## src/rtl/lpd_pkg.sv

```systemverilog
`default_nettype none

package lpd_pkg;

  localparam int unsigned LenW = 32;
  localparam logic [LenW-1:0] MaxLenReset = 32'd10485760;

  typedef enum logic [1:0] {
    PH_HEADER  = 2'd0,
    PH_PAYLOAD = 2'd1,
    PH_DISCARD = 2'd2
  } lpd_phase_t;

  typedef struct packed {
    logic [7:0] data_byte;
    logic       datagram_end;
  } lpd_item_t;

  typedef struct packed {
    logic [7:0] payload_byte;
    logic       frame_start;
    logic       frame_end;
    logic       oversize_drop;
  } lpd_result_t;

  typedef struct packed {
    logic        valid;
    lpd_result_t res;
  } lpd_push_t;

endpackage

`default_nettype wire

```

## src/rtl/lpd_in_if.sv

```systemverilog
`default_nettype none

interface lpd_in_if;
  logic       valid;
  logic       ready;
  logic [7:0] data_byte;
  logic       datagram_end;

  modport source (output valid, output data_byte, output datagram_end, input ready);
  modport sink (input valid, input data_byte, input datagram_end, output ready);
endinterface

`default_nettype wire

```

## src/rtl/lpd_out_if.sv

```systemverilog
`default_nettype none

interface lpd_out_if;
  logic       valid;
  logic       ready;
  logic [7:0] payload_byte;
  logic       frame_start;
  logic       frame_end;
  logic       oversize_drop;

  modport source (output valid, output payload_byte, output frame_start,
                  output frame_end, output oversize_drop, input ready);
  modport sink (input valid, input payload_byte, input frame_start,
                input frame_end, input oversize_drop, output ready);
endinterface

`default_nettype wire

```

## src/rtl/lpd_in_stage.sv

```systemverilog
`default_nettype none

module lpd_in_stage (
  input  wire logic              clk,
  input  wire logic              rst_n,
  input  wire logic              in_valid,
  output logic                   in_ready,
  input  wire lpd_pkg::lpd_item_t in_item,
  input  wire logic              consume,
  output logic                   item_valid,
  output lpd_pkg::lpd_item_t     item
);

  logic               vld_r, vld_nxt;
  lpd_pkg::lpd_item_t item_r;
  logic               accept;

  // The stage takes a new request whenever it is empty or its contents leave in the same cycle.
  assign in_ready = rst_n & (~vld_r | consume);
  assign accept   = in_valid & in_ready;

  always_comb begin
    vld_nxt = vld_r;
    if (accept) begin
      vld_nxt = 1'b1;
    end else if (consume) begin
      vld_nxt = 1'b0;
    end
  end

  always_ff @(posedge clk) begin
    if (!rst_n) begin
      vld_r <= 1'b0;
    end else begin
      vld_r <= vld_nxt;
    end
  end

  always_ff @(posedge clk) begin
    if (accept) begin
      item_r <= in_item;
    end
  end

  assign item_valid = vld_r;
  assign item       = item_r;

endmodule

`default_nettype wire

```

## src/rtl/lpd_core.sv

```systemverilog
`default_nettype none

module lpd_core #(
  parameter int unsigned HEADER_BYTES = 4
) (
  input  wire logic               clk,
  input  wire logic               rst_n,
  input  wire logic               cfg_we,
  input  wire logic [31:0]        cfg_wdata,
  input  wire logic               item_valid,
  input  wire lpd_pkg::lpd_item_t item,
  input  wire logic               out_take,
  output logic                    consume,
  output lpd_pkg::lpd_push_t      push
);

  localparam int unsigned CntW = (HEADER_BYTES > 1) ? $clog2(HEADER_BYTES) : 1;
  localparam logic [CntW-1:0] HdrLast = CntW'(HEADER_BYTES - 1);

  logic [31:0]         max_len_r;
  lpd_pkg::lpd_phase_t phase_r, phase_nxt;
  logic [CntW-1:0]     hdr_cnt_r, hdr_cnt_nxt;
  logic [31:0]         shift_r, shift_nxt;
  logic [31:0]         remain_r, remain_nxt;
  logic                high_r, high_nxt;
  logic                first_r, first_nxt;

  logic [31:0] shift_in;
  logic        high_in;
  logic        hdr_done;
  logic        len_zero;
  logic        len_over;
  logic        pay_last;

  assign consume = item_valid & out_take;

  // Header decode shared by the next-state and datapath logic.
  always_comb begin
    shift_in = {shift_r[23:0], item.data_byte};
    high_in  = high_r | (shift_r[31:24] != 8'd0);
    hdr_done = (hdr_cnt_r == HdrLast);
    len_zero = ~high_in & (shift_in == 32'd0);
    len_over = high_in | (shift_in > max_len_r);
    pay_last = (remain_r <= 32'd1);
  end

  always_comb begin
    phase_nxt = phase_r;
    if (consume) begin
      unique case (phase_r)
        lpd_pkg::PH_PAYLOAD: begin
          if (pay_last) begin
            phase_nxt = lpd_pkg::PH_HEADER;
          end
        end
        lpd_pkg::PH_DISCARD: begin
          if (item.datagram_end) begin
            phase_nxt = lpd_pkg::PH_HEADER;
          end
        end
        default: begin
          phase_nxt = lpd_pkg::PH_HEADER;
          if (hdr_done && !len_zero) begin
            if (len_over) begin
              phase_nxt = item.datagram_end ? lpd_pkg::PH_HEADER : lpd_pkg::PH_DISCARD;
            end else begin
              phase_nxt = lpd_pkg::PH_PAYLOAD;
            end
          end
        end
      endcase
    end
  end

  always_comb begin
    hdr_cnt_nxt = hdr_cnt_r;
    shift_nxt   = shift_r;
    remain_nxt  = remain_r;
    high_nxt    = high_r;
    first_nxt   = first_r;
    push        = '0;
    if (consume) begin
      unique case (phase_r)
        lpd_pkg::PH_PAYLOAD: begin
          push.valid            = 1'b1;
          push.res.payload_byte = item.data_byte;
          push.res.frame_start  = first_r;
          push.res.frame_end    = pay_last;
          first_nxt             = 1'b0;
          remain_nxt            = pay_last ? 32'd0 : (remain_r - 32'd1);
        end
        lpd_pkg::PH_DISCARD: begin
          push.valid = 1'b0;
        end
        default: begin
          if (hdr_done) begin
            hdr_cnt_nxt = '0;
            shift_nxt   = '0;
            high_nxt    = 1'b0;
            if (!len_zero) begin
              if (len_over) begin
                push.valid             = 1'b1;
                push.res.oversize_drop = 1'b1;
              end else begin
                remain_nxt = shift_in;
                first_nxt  = 1'b1;
              end
            end
          end else begin
            hdr_cnt_nxt = hdr_cnt_r + CntW'(1);
            shift_nxt   = shift_in;
            high_nxt    = high_in;
          end
        end
      endcase
    end
  end

  always_ff @(posedge clk) begin
    if (!rst_n) begin
      max_len_r <= lpd_pkg::MaxLenReset;
      phase_r   <= lpd_pkg::PH_HEADER;
      hdr_cnt_r <= '0;
      shift_r   <= '0;
      remain_r  <= '0;
      high_r    <= 1'b0;
      first_r   <= 1'b0;
    end else begin
      if (cfg_we) begin
        max_len_r <= cfg_wdata;
      end
      phase_r   <= phase_nxt;
      hdr_cnt_r <= hdr_cnt_nxt;
      shift_r   <= shift_nxt;
      remain_r  <= remain_nxt;
      high_r    <= high_nxt;
      first_r   <= first_nxt;
    end
  end

endmodule

`default_nettype wire

```

## src/rtl/lpd_out_stage.sv

```systemverilog
`default_nettype none

module lpd_out_stage (
  input  wire logic               clk,
  input  wire logic               rst_n,
  input  wire lpd_pkg::lpd_push_t push,
  output logic                    out_take,
  output logic                    out_valid,
  input  wire logic               out_ready,
  output lpd_pkg::lpd_result_t    out_res
);

  logic                 vld_r, vld_nxt;
  lpd_pkg::lpd_result_t res_r;

  // The result register refills when it is empty or in the cycle its request is taken downstream.
  assign out_take = ~vld_r | out_ready;

  always_comb begin
    vld_nxt = vld_r;
    if (out_take) begin
      vld_nxt = push.valid;
    end
  end

  always_ff @(posedge clk) begin
    if (!rst_n) begin
      vld_r <= 1'b0;
    end else begin
      vld_r <= vld_nxt;
    end
  end

  always_ff @(posedge clk) begin
    if (out_take && push.valid) begin
      res_r <= push.res;
    end
  end

  assign out_valid = vld_r;
  assign out_res   = res_r;

endmodule

`default_nettype wire

```

## src/rtl/length_prefix_deframer.sv

```systemverilog
// A request accepted into the input stage register is decoded by the core, and its
// result, if any, is registered in the result register, from which it is taken.
// Throughput: one request per cycle, sustained while the result side keeps up.
// A stalled result register holds the input stage; ready follows it combinationally.
// Reset (synchronous, active low) returns to header collection, drops pending
// requests and restores the maximum payload length to 10 MiB; ready is low in reset.
`default_nettype none

module length_prefix_deframer #(
  parameter int unsigned HEADER_BYTES = 4
) (
  input  wire logic        clk,
  input  wire logic        rst_n,
  lpd_in_if.sink           in_ch,
  lpd_out_if.source        out_ch,
  input  wire logic        cfg_we,
  input  wire logic [31:0] cfg_wdata
);

  lpd_pkg::lpd_item_t   in_item;
  lpd_pkg::lpd_item_t   item;
  lpd_pkg::lpd_push_t   push;
  lpd_pkg::lpd_result_t out_res;
  logic                 item_valid;
  logic                 consume;
  logic                 out_take;

  assign in_item.data_byte    = in_ch.data_byte;
  assign in_item.datagram_end = in_ch.datagram_end;

  lpd_in_stage u_in (
    .clk        (clk),
    .rst_n      (rst_n),
    .in_valid   (in_ch.valid),
    .in_ready   (in_ch.ready),
    .in_item    (in_item),
    .consume    (consume),
    .item_valid (item_valid),
    .item       (item)
  );

  lpd_core #(
    .HEADER_BYTES (HEADER_BYTES)
  ) u_core (
    .clk        (clk),
    .rst_n      (rst_n),
    .cfg_we     (cfg_we),
    .cfg_wdata  (cfg_wdata),
    .item_valid (item_valid),
    .item       (item),
    .out_take   (out_take),
    .consume    (consume),
    .push       (push)
  );

  lpd_out_stage u_out (
    .clk       (clk),
    .rst_n     (rst_n),
    .push      (push),
    .out_take  (out_take),
    .out_valid (out_ch.valid),
    .out_ready (out_ch.ready),
    .out_res   (out_res)
  );

  assign out_ch.payload_byte  = out_res.payload_byte;
  assign out_ch.frame_start   = out_res.frame_start;
  assign out_ch.frame_end     = out_res.frame_end;
  assign out_ch.oversize_drop = out_res.oversize_drop;

endmodule

`default_nettype wire

```

## src/flat_wrapper.sv

```systemverilog
// flat-port wrapper written by rule: the top's interface ports become plain ports
module length_prefix_deframer_flat 
#(
  parameter int unsigned HEADER_BYTES = 4
)
  (clk, rst_n, cfg_we, cfg_wdata, in_ch_valid, in_ch_data_byte, in_ch_datagram_end, in_ch_ready, out_ch_valid, out_ch_payload_byte, out_ch_frame_start, out_ch_frame_end, out_ch_oversize_drop, out_ch_ready);
  lpd_in_if in_ch_i ();
  lpd_out_if out_ch_i ();
  input  wire logic clk;
  input  wire logic rst_n;
  input  wire logic cfg_we;
  input  wire logic [31:0] cfg_wdata;
  input wire logic [$bits(in_ch_i.valid)-1:0] in_ch_valid;
  input wire logic [$bits(in_ch_i.data_byte)-1:0] in_ch_data_byte;
  input wire logic [$bits(in_ch_i.datagram_end)-1:0] in_ch_datagram_end;
  output wire logic [$bits(in_ch_i.ready)-1:0] in_ch_ready;
  output wire logic [$bits(out_ch_i.valid)-1:0] out_ch_valid;
  output wire logic [$bits(out_ch_i.payload_byte)-1:0] out_ch_payload_byte;
  output wire logic [$bits(out_ch_i.frame_start)-1:0] out_ch_frame_start;
  output wire logic [$bits(out_ch_i.frame_end)-1:0] out_ch_frame_end;
  output wire logic [$bits(out_ch_i.oversize_drop)-1:0] out_ch_oversize_drop;
  input wire logic [$bits(out_ch_i.ready)-1:0] out_ch_ready;
  assign in_ch_i.valid = in_ch_valid;
  assign in_ch_i.data_byte = in_ch_data_byte;
  assign in_ch_i.datagram_end = in_ch_datagram_end;
  assign in_ch_ready = in_ch_i.ready;
  assign out_ch_valid = out_ch_i.valid;
  assign out_ch_payload_byte = out_ch_i.payload_byte;
  assign out_ch_frame_start = out_ch_i.frame_start;
  assign out_ch_frame_end = out_ch_i.frame_end;
  assign out_ch_oversize_drop = out_ch_i.oversize_drop;
  assign out_ch_i.ready = out_ch_ready;
  length_prefix_deframer #(.HEADER_BYTES(HEADER_BYTES)) u_core (.clk(clk), .rst_n(rst_n), .in_ch(in_ch_i), .out_ch(out_ch_i), .cfg_we(cfg_we), .cfg_wdata(cfg_wdata));
endmodule
```

## config.mk

```make
export PLATFORM = sky130hd
export DESIGN_NAME = length_prefix_deframer_flat
export DESIGN_NICKNAME = d
export VERILOG_FILES = /design/src/rtl/lpd_pkg.sv /design/src/rtl/lpd_in_if.sv /design/src/rtl/lpd_out_if.sv /design/src/rtl/lpd_in_stage.sv /design/src/rtl/lpd_core.sv /design/src/rtl/lpd_out_stage.sv /design/src/rtl/length_prefix_deframer.sv /design/src/flat_wrapper.sv
export SDC_FILE = /design/constraint.sdc
export NUM_CORES = 1
export LEC_CHECK = 0
export ABC_AREA = 1
export BUFFER_PORTS_ARGS = -buffer_cell sky130_fd_sc_hd__buf_2
export CAP_MARGIN = 25
export CORE_MARGIN = 4
export CORE_UTILIZATION = 45
export DETAILED_ROUTE_END_ITERATION = 8
export PLACE_DENSITY = 0.72
export SLEW_MARGIN = 5
export SYNTH_ARGS = -nofsm -noshare
export SYNTH_HDL_FRONTEND = slang
export SYNTH_SLANG_ARGS = --single-unit
```

## constraint.sdc

```tcl
create_clock -name clk -period 2.1 [get_ports clk]
set_clock_uncertainty 0.2 [all_clocks]
set_input_delay 0.315 -clock clk [delete_from_list [all_inputs] [get_ports clk]]
set_output_delay 0.315 -clock clk [all_outputs]
set_load 0.01 [all_outputs]
```

== After elaboration in Yosys (flattened, before gate mapping) ==
Index checks and enable logic that the tools add are counted.
Storage, ports and cells
  output and inout port bits: 13
  register bits after elaboration: 124
Cells by class
  $lt $le $gt $ge: 2
  eq/ne operators: 7
  $add $sub $neg: 2
  reductions and logical operators: 13
  multiplexer cells: 27
  bitwise logic cells: 14
Operators by type and width (number)
  two-way mux 32 bit: 5
  case mux 32 bit (2 select lines): 1
  > comparator 32 bit: 1
  less-or-equal comparator 32 x 1 -> 1 bit, second input constant: 1
  logical NOT 32 bit: 1
  subtractor 32 x 1 -> 32 bit, second input constant: 1
  two-way mux 12 bit: 1
  two-way mux 2 bit: 6
  two-way mux 1 bit: 10
  two-way mux 10 bit: 1
  nonzero test 8 bit: 1
  inequality test 2 x 1 -> 1 bit, second input constant: 3
  NOT 1 bit: 6
  AND reduction 5 bit: 1
  AND 1 bit: 4
  == test 2 bit, second input constant: 2
  bitwise OR 1 bit: 4
  case mux 1 bit (2 select lines): 2
  case mux 2 bit (2 select lines): 1
  AND reduction 2 bit: 2
  nonzero test 2 bit: 2
  AND reduction 3 bit: 1
  OR reduction 3 bit: 1
  adder 2 x 1 -> 2 bit, second input constant: 1
  5 further kinds: 6

== Depth between registers and ports, before layout ==
  word-level depth: 9
  depth in mapped cells: 20

== Hierarchy ==
From an unflattened synthesis, not the netlist that was laid out.
Unflattened totals
  cell total of the unflattened synthesis: 941
  area, all modules: 6785.3 um2
Modules (own cells, without submodules)
  lpd_core: area each 6074.6 um2, cells each 905, sequential area each 2042.0 um2, instances 1
  lpd_out_stage: area each 381.6 um2, cells each 18, sequential area each 350.3 um2, instances 1
  lpd_in_stage: area each 329.1 um2, cells each 18, sequential area each 290.3 um2, instances 1

== Worst setup path after synthesis ==
No wires, ideal clock.
  path type: reg2reg
  from: register u_core.u_in.item_r, in the netlist u_core.u_in.item[8]
  to: register u_core.u_out.res_r, in the netlist u_core.u_out.out_res[0] (enable)
  path slack: -0.122 ns
  data required time: 1.561 ns
  stages on the path, launching flop included: 16
  period minus slack after synthesis: 2.222 ns
  arrival: 1.684 ns
  cell sequence: edfxtp_1 > ha_1 > nand2_1 > nor2_1 > nand2_1 > nand2_1 > nand2_1 > nand2_1 > nand2_1 > nand2_1 > nand2_1 > nand2_1 > nand2_1 > nand2_1 > nand2_1 > inv_1
Between the ends
  cells in the longest elaborated chain, start to end: 8
RTL lines
  from (decl): line lpd_in_stage.sv:15  | lpd_pkg::lpd_item_t item_r;
  from (signal assigned): line lpd_in_stage.sv:41  | item_r <= in_item;
  > comparator 32 bit: line lpd_core.sv:43  | len_over = high_in | (shift_in > max_len_r);
  bitwise OR 1 bit: line lpd_core.sv:43
  two-way mux 1 bit: line lpd_core.sv:101  | if (len_over) begin
  two-way mux 1 bit *: line lpd_core.sv:100  | if (!len_zero) begin
  two-way mux 1 bit *: line lpd_core.sv:96  | if (hdr_done) begin
  case mux 1 bit (2 select lines) *: line lpd_core.sv:83  | unique case (phase_r)
  two-way mux 12 bit *: line lpd_core.sv:82  | if (consume) begin
  logical AND 1 bit *: line lpd_out_stage.sv:35  | if (out_take && push.valid) begin
  to (signal assigned): line lpd_out_stage.sv:36  | res_r <= push.res;
  to (decl): line lpd_out_stage.sv:14  | lpd_pkg::lpd_result_t res_r;
Every way passes the cells marked *; elsewhere a longest branch is shown, timed or not.
A chain may end at the register's enable or synchronous reset.

== Worst setup path after layout ==
  from: register u_core.u_in.item_r, in the netlist u_core.u_in.item[4]
  to: register u_core.u_core.remain_r[20]
Between the ends
  cells in the longest elaborated chain, start to end: 4
RTL lines
  > comparator 32 bit / logical NOT 32 bit (equally long branches): line lpd_core.sv:43, lpd_core.sv:42
  bitwise OR 1 bit / AND 1 bit (equally long branches): line lpd_core.sv:43, lpd_core.sv:42
  inequality test 2 x 1 -> 1 bit (no source line)
  AND reduction 5 bit (no source line) *
  to (signal assigned): line lpd_core.sv:135  | remain_r <= remain_nxt;
  to (decl): line lpd_core.sv:24  | logic [31:0] remain_r, remain_nxt;
Marks and branches as above.

==> out/qor.yml <==
sta:
  fmax_ghz: 0.400
  slew_headroom_pct: 64.1
  drv_slew: 0
  finalCriticalPeriod_ns: 2.50
  fin_crit_sh_pct: 119
  tightest_slew_ns: 0.539
  setup_ws_ns: -0.401
  finalHoldViolations: 0
  rsz0062_at_grt: "true"
  setup_violations: 47
  tns_ns: -16.34
global_routing:
  grt_pass1_wl_mm: 32.3
  gr-usage-met1_pct: 28.4
  met2_usage_pct: 39.1
  grt.total_usage_pct: 22.6
  grt.busiest_layer: "met2"
  antenna_found_initial: 0
  grt_pass1_vias: 6777
  use_met3_pct: 4.58
  grt_start_max_net_pins: 58
  grt-ovfl-total: 0
placed_design:
  hpwl_mm: 12.8
  gp_congestion: 0.914
  dpl.cell_count: 1263
  portBuffers: 58
  place_area_um2: 8210
detailed_routing:
  firstDrtPassIters: 6
  drc: 0
  antenna_left: 0
  drt-initial-drc-count: 616
  routed_wl_mm: 20.7
  vias: 7053
  drt-vias-per-instance: 5.24
  avgRoutedWirePerCell_um: 15.4
floorplanning:
  die_w_um: 132
  core_um2: 14800
  dieArea_um2: 17400
  start_util_pct: 46.7
  rows: 44
  io_pins: 59
  fp.dieH_um: 132
synth:
  synthMuxAreaShare_pct: 0
  synth.distinct_cells: 44
  synth-seq-area-share_pct: 38.9
  synth_top_cell_by_area: "dfxtp_1"
  synth_seq_cells: 124
  synthFlopType: "dfxtp_1"
  ys_top_cells_by_area: "dfxtp_1 (30%), nand2_1 (11%), edfxtp_1 (8.7%), a21oi_1 (8.4%), ha_1 (6.7%)"
  yosys.area_share.simple_pct: 27.7
  synthesis.nets: 1033
  synth_compound_area_share_pct: 14.4
  synth_edf_count: 20
  avgSynthCellArea_um2: 7.26
  synth_top_family_by_area: "simple AND/OR/NAND/NOR gates"
  postSynthCellCount: 950
  async_reset_ff_share_pct: 0
  syn_area_um2: 6900
  synthDominantCellAreaShare_pct: 30.2
  ys.warnings.count: 0
  synth_xor_xnor_area_share_pct: 2.54
  synth_adder_area_share_pct: 6.71
worst_setup_path:
  critPathArrivalTime_ns: 2.61
  rr_worst_depth: 18
  cp_max_fo: 13
  slowest_stage: "edfxtp_1"
  crit_path_frequent_cell: "nand2_1"
  critPathRequiredTime_ns: 2.21
  crit_path_end_kind: "flop"
  reg2reg_from: "u_core.u_in.item[4]"
  startpoint_type: "flop"
  crit_start: "u_core.u_in.item[4]"
  path_cells: "ha_4 -> nand2_2 -> inv_2 -> nand2_1 -> nand2_1 -> nand2_1 -> nand2_1 -> nand2_1 -> nand2_2 -> nand2_2 -> nand2_2 -> nand2_4 -> nand4_1 -> buf_8 -> buf_12 -> nand3_1 -> nand2_1 -> nor2_1"
  path_buf_inv: 3
  cp.depth: 18
  crit_type: "flop to flop"
  crit_family: "simple AND/OR/NAND/NOR gates"
  max_stage_delay_ns: 0.44
cells_and_area:
  layout_commonest_cell: "nand2_1"
  fin_cells: 1346
  antenna_cells: 0
  drive_gt1_share_pct: 28.8
  fin_nets: 1233
  layout_common_cells: "nand2_1 (193), buf_4 (112), inv_1 (106)"
  synthToLayoutAreaGrowth_pct: 40.4
  postLayoutCellArea_um2: 9680
hold_path:
  hold_start: "cfg_wdata[27]"
  min_delay_path_depth: 3
  hp-class: "input pin to flop"
pwr:
  power_uw: 6350
  powerDensity_nw_per_um2: 656
  power.share.switching_pct: 25.4
  combPwrFrac_pct: 14.9
  ir_worst_vdd_mv: 0.560
  intPower_uw: 4730
  p_seq_share_pct: 39.8
  clkPwrFrac_pct: 45.3
  p_sw_uw: 1620
  p_leak_uw: 0.00467
clock_tree:
  clock_path_buffers: 2
  cts_sinks: 124
  cts_tree: "done"
  htree_levels: 4
  clk_latency_ns: 0.42
  root_buffer: "clkbuf_16"
  cts_made_buffers: 17
  path_clk_slew_ns: 0.06
status:
  violations: "negative setup slack"
  status: "finished with violations"
job:
  maxCapViolCount: 0
==> layer usage <==
layer  wire length, um  up-vias
met5                 0        -
met4               346        0
met3               945       36
met2             10500      187
met1              8900     3329
li1                  -     3501
==> per-stage QoR <==
step	utilization [%]	hold WS [ns]	worst slack [ns]
2_1_floorplan	-	0.214	-0.0223
3_3_place_gp	55.6	0.240	-0.317
3_5_place_dp	55.6	0.258	-0.320
4_1_cts	63.0	0.0000897	-0.284
5_1_grt	65.6	0.0155	-0.513
6_report	65.6	0.000462	-0.401
==> area by class of cell <==
| cell class | instances | area (um^2) |
|---|---|---|
| clock buffers | 27 | 524 |
| inverters | 117 | 449 |
| well taps | 184 | 230 |
| multi-input cells | 667 | 3940 |
| repair inverters | 1 | 7.51 |
| fillers | 1172 | 5080 |
| clock inverters | 4 | 52.6 |
| repair buffers | 222 | 1790 |
| flip-flops and latches | 124 | 2680 |
==> power by group through the flow <==
stage | clock network, uW | logic [uW] | registers (uW)
after global routing | 3000 | 1050 | 2530
after floorplan | 0 | 497 | 2570
after global placement | 0 | 776 | 2570
final | 2880 | 945 | 2530
after detailed placement | 0 | 789 | 2580
after CTS | 2880 | 863 | 2530
==> repair_timing <==
item | 4_1_cts | 5_1_grt
gates resized for setup | 23 | 51
pin swaps | 8 | 15
setup endpoints to repair | 46 | 48
setup buffers | 4 | 11
hold endpoints to repair | 33 | 0
hold buffers | 36 | 0
cloned | 2 | 4
==> cells in the mapped netlist (2+ instances only) <==
library cell,count
nand2_1,205
a21oi_1,116
inv_1,108
nor2_1,105
dfxtp_1,104
nand3_1,53
o21ai_0,45
ha_1,37
clkbuf_1,23
edfxtp_1,20
xor2_1,19
nand4_1,14
o21ai_1,11
o22ai_1,11
buf_2,9
nor2_2,9
inv_2,7
nor2_4,7
nor4_1,6
nand2_4,5
buf_4,4
buf_6,4
buf_1,2
nand2_2,2
nand3_2,2
nand3_4,2
nor2_8,2
nor3_1,2
==> registers in the layout (all words and copies together), names as in the netlist <==
| name | cells |
|---|---|
| u_core.u_out.out_valid | 1 |
| u_core.u_core.first_r | 1 |
| u_core.u_core.max_len_r | 32 |
| u_core.u_core.high_r | 1 |
| u_core.u_in.item | 9 |
| u_core.u_core.remain_r | 32 |
| u_core.u_out.out_res | 11 |
| u_core.u_in.item_valid | 1 |
| u_core.u_core.shift_r | 32 |
| u_core.u_core.hdr_cnt_r | 2 |
| u_core.u_core.phase_r | 2 |
==> worst paths after layout <==
check	endpoint	slack (ns)
worst max register to register	u_core.u_core.remain_r[20]	-0.40
worst max-delay path	u_core.u_core.remain_r[20]	-0.40
worst min register to register	u_core.u_core.shift_r[30]	0.26
worst min-delay path	u_core.u_core.max_len_r[27]	0.0005
==> kinds of logic after synthesis <==
family	count (synthesis)
simple gates	419
compound gates	190
buf+inv	160
xor+xnor	20
flops	124
fa+ha+maj	37
==> worst min-delay path: stages <==
cell and delay [ns]:
buf_2 0.07, o21ai_0 0.08, a21oi_1 0.12
No activity file was read; power rests on OpenSTA's default activity.
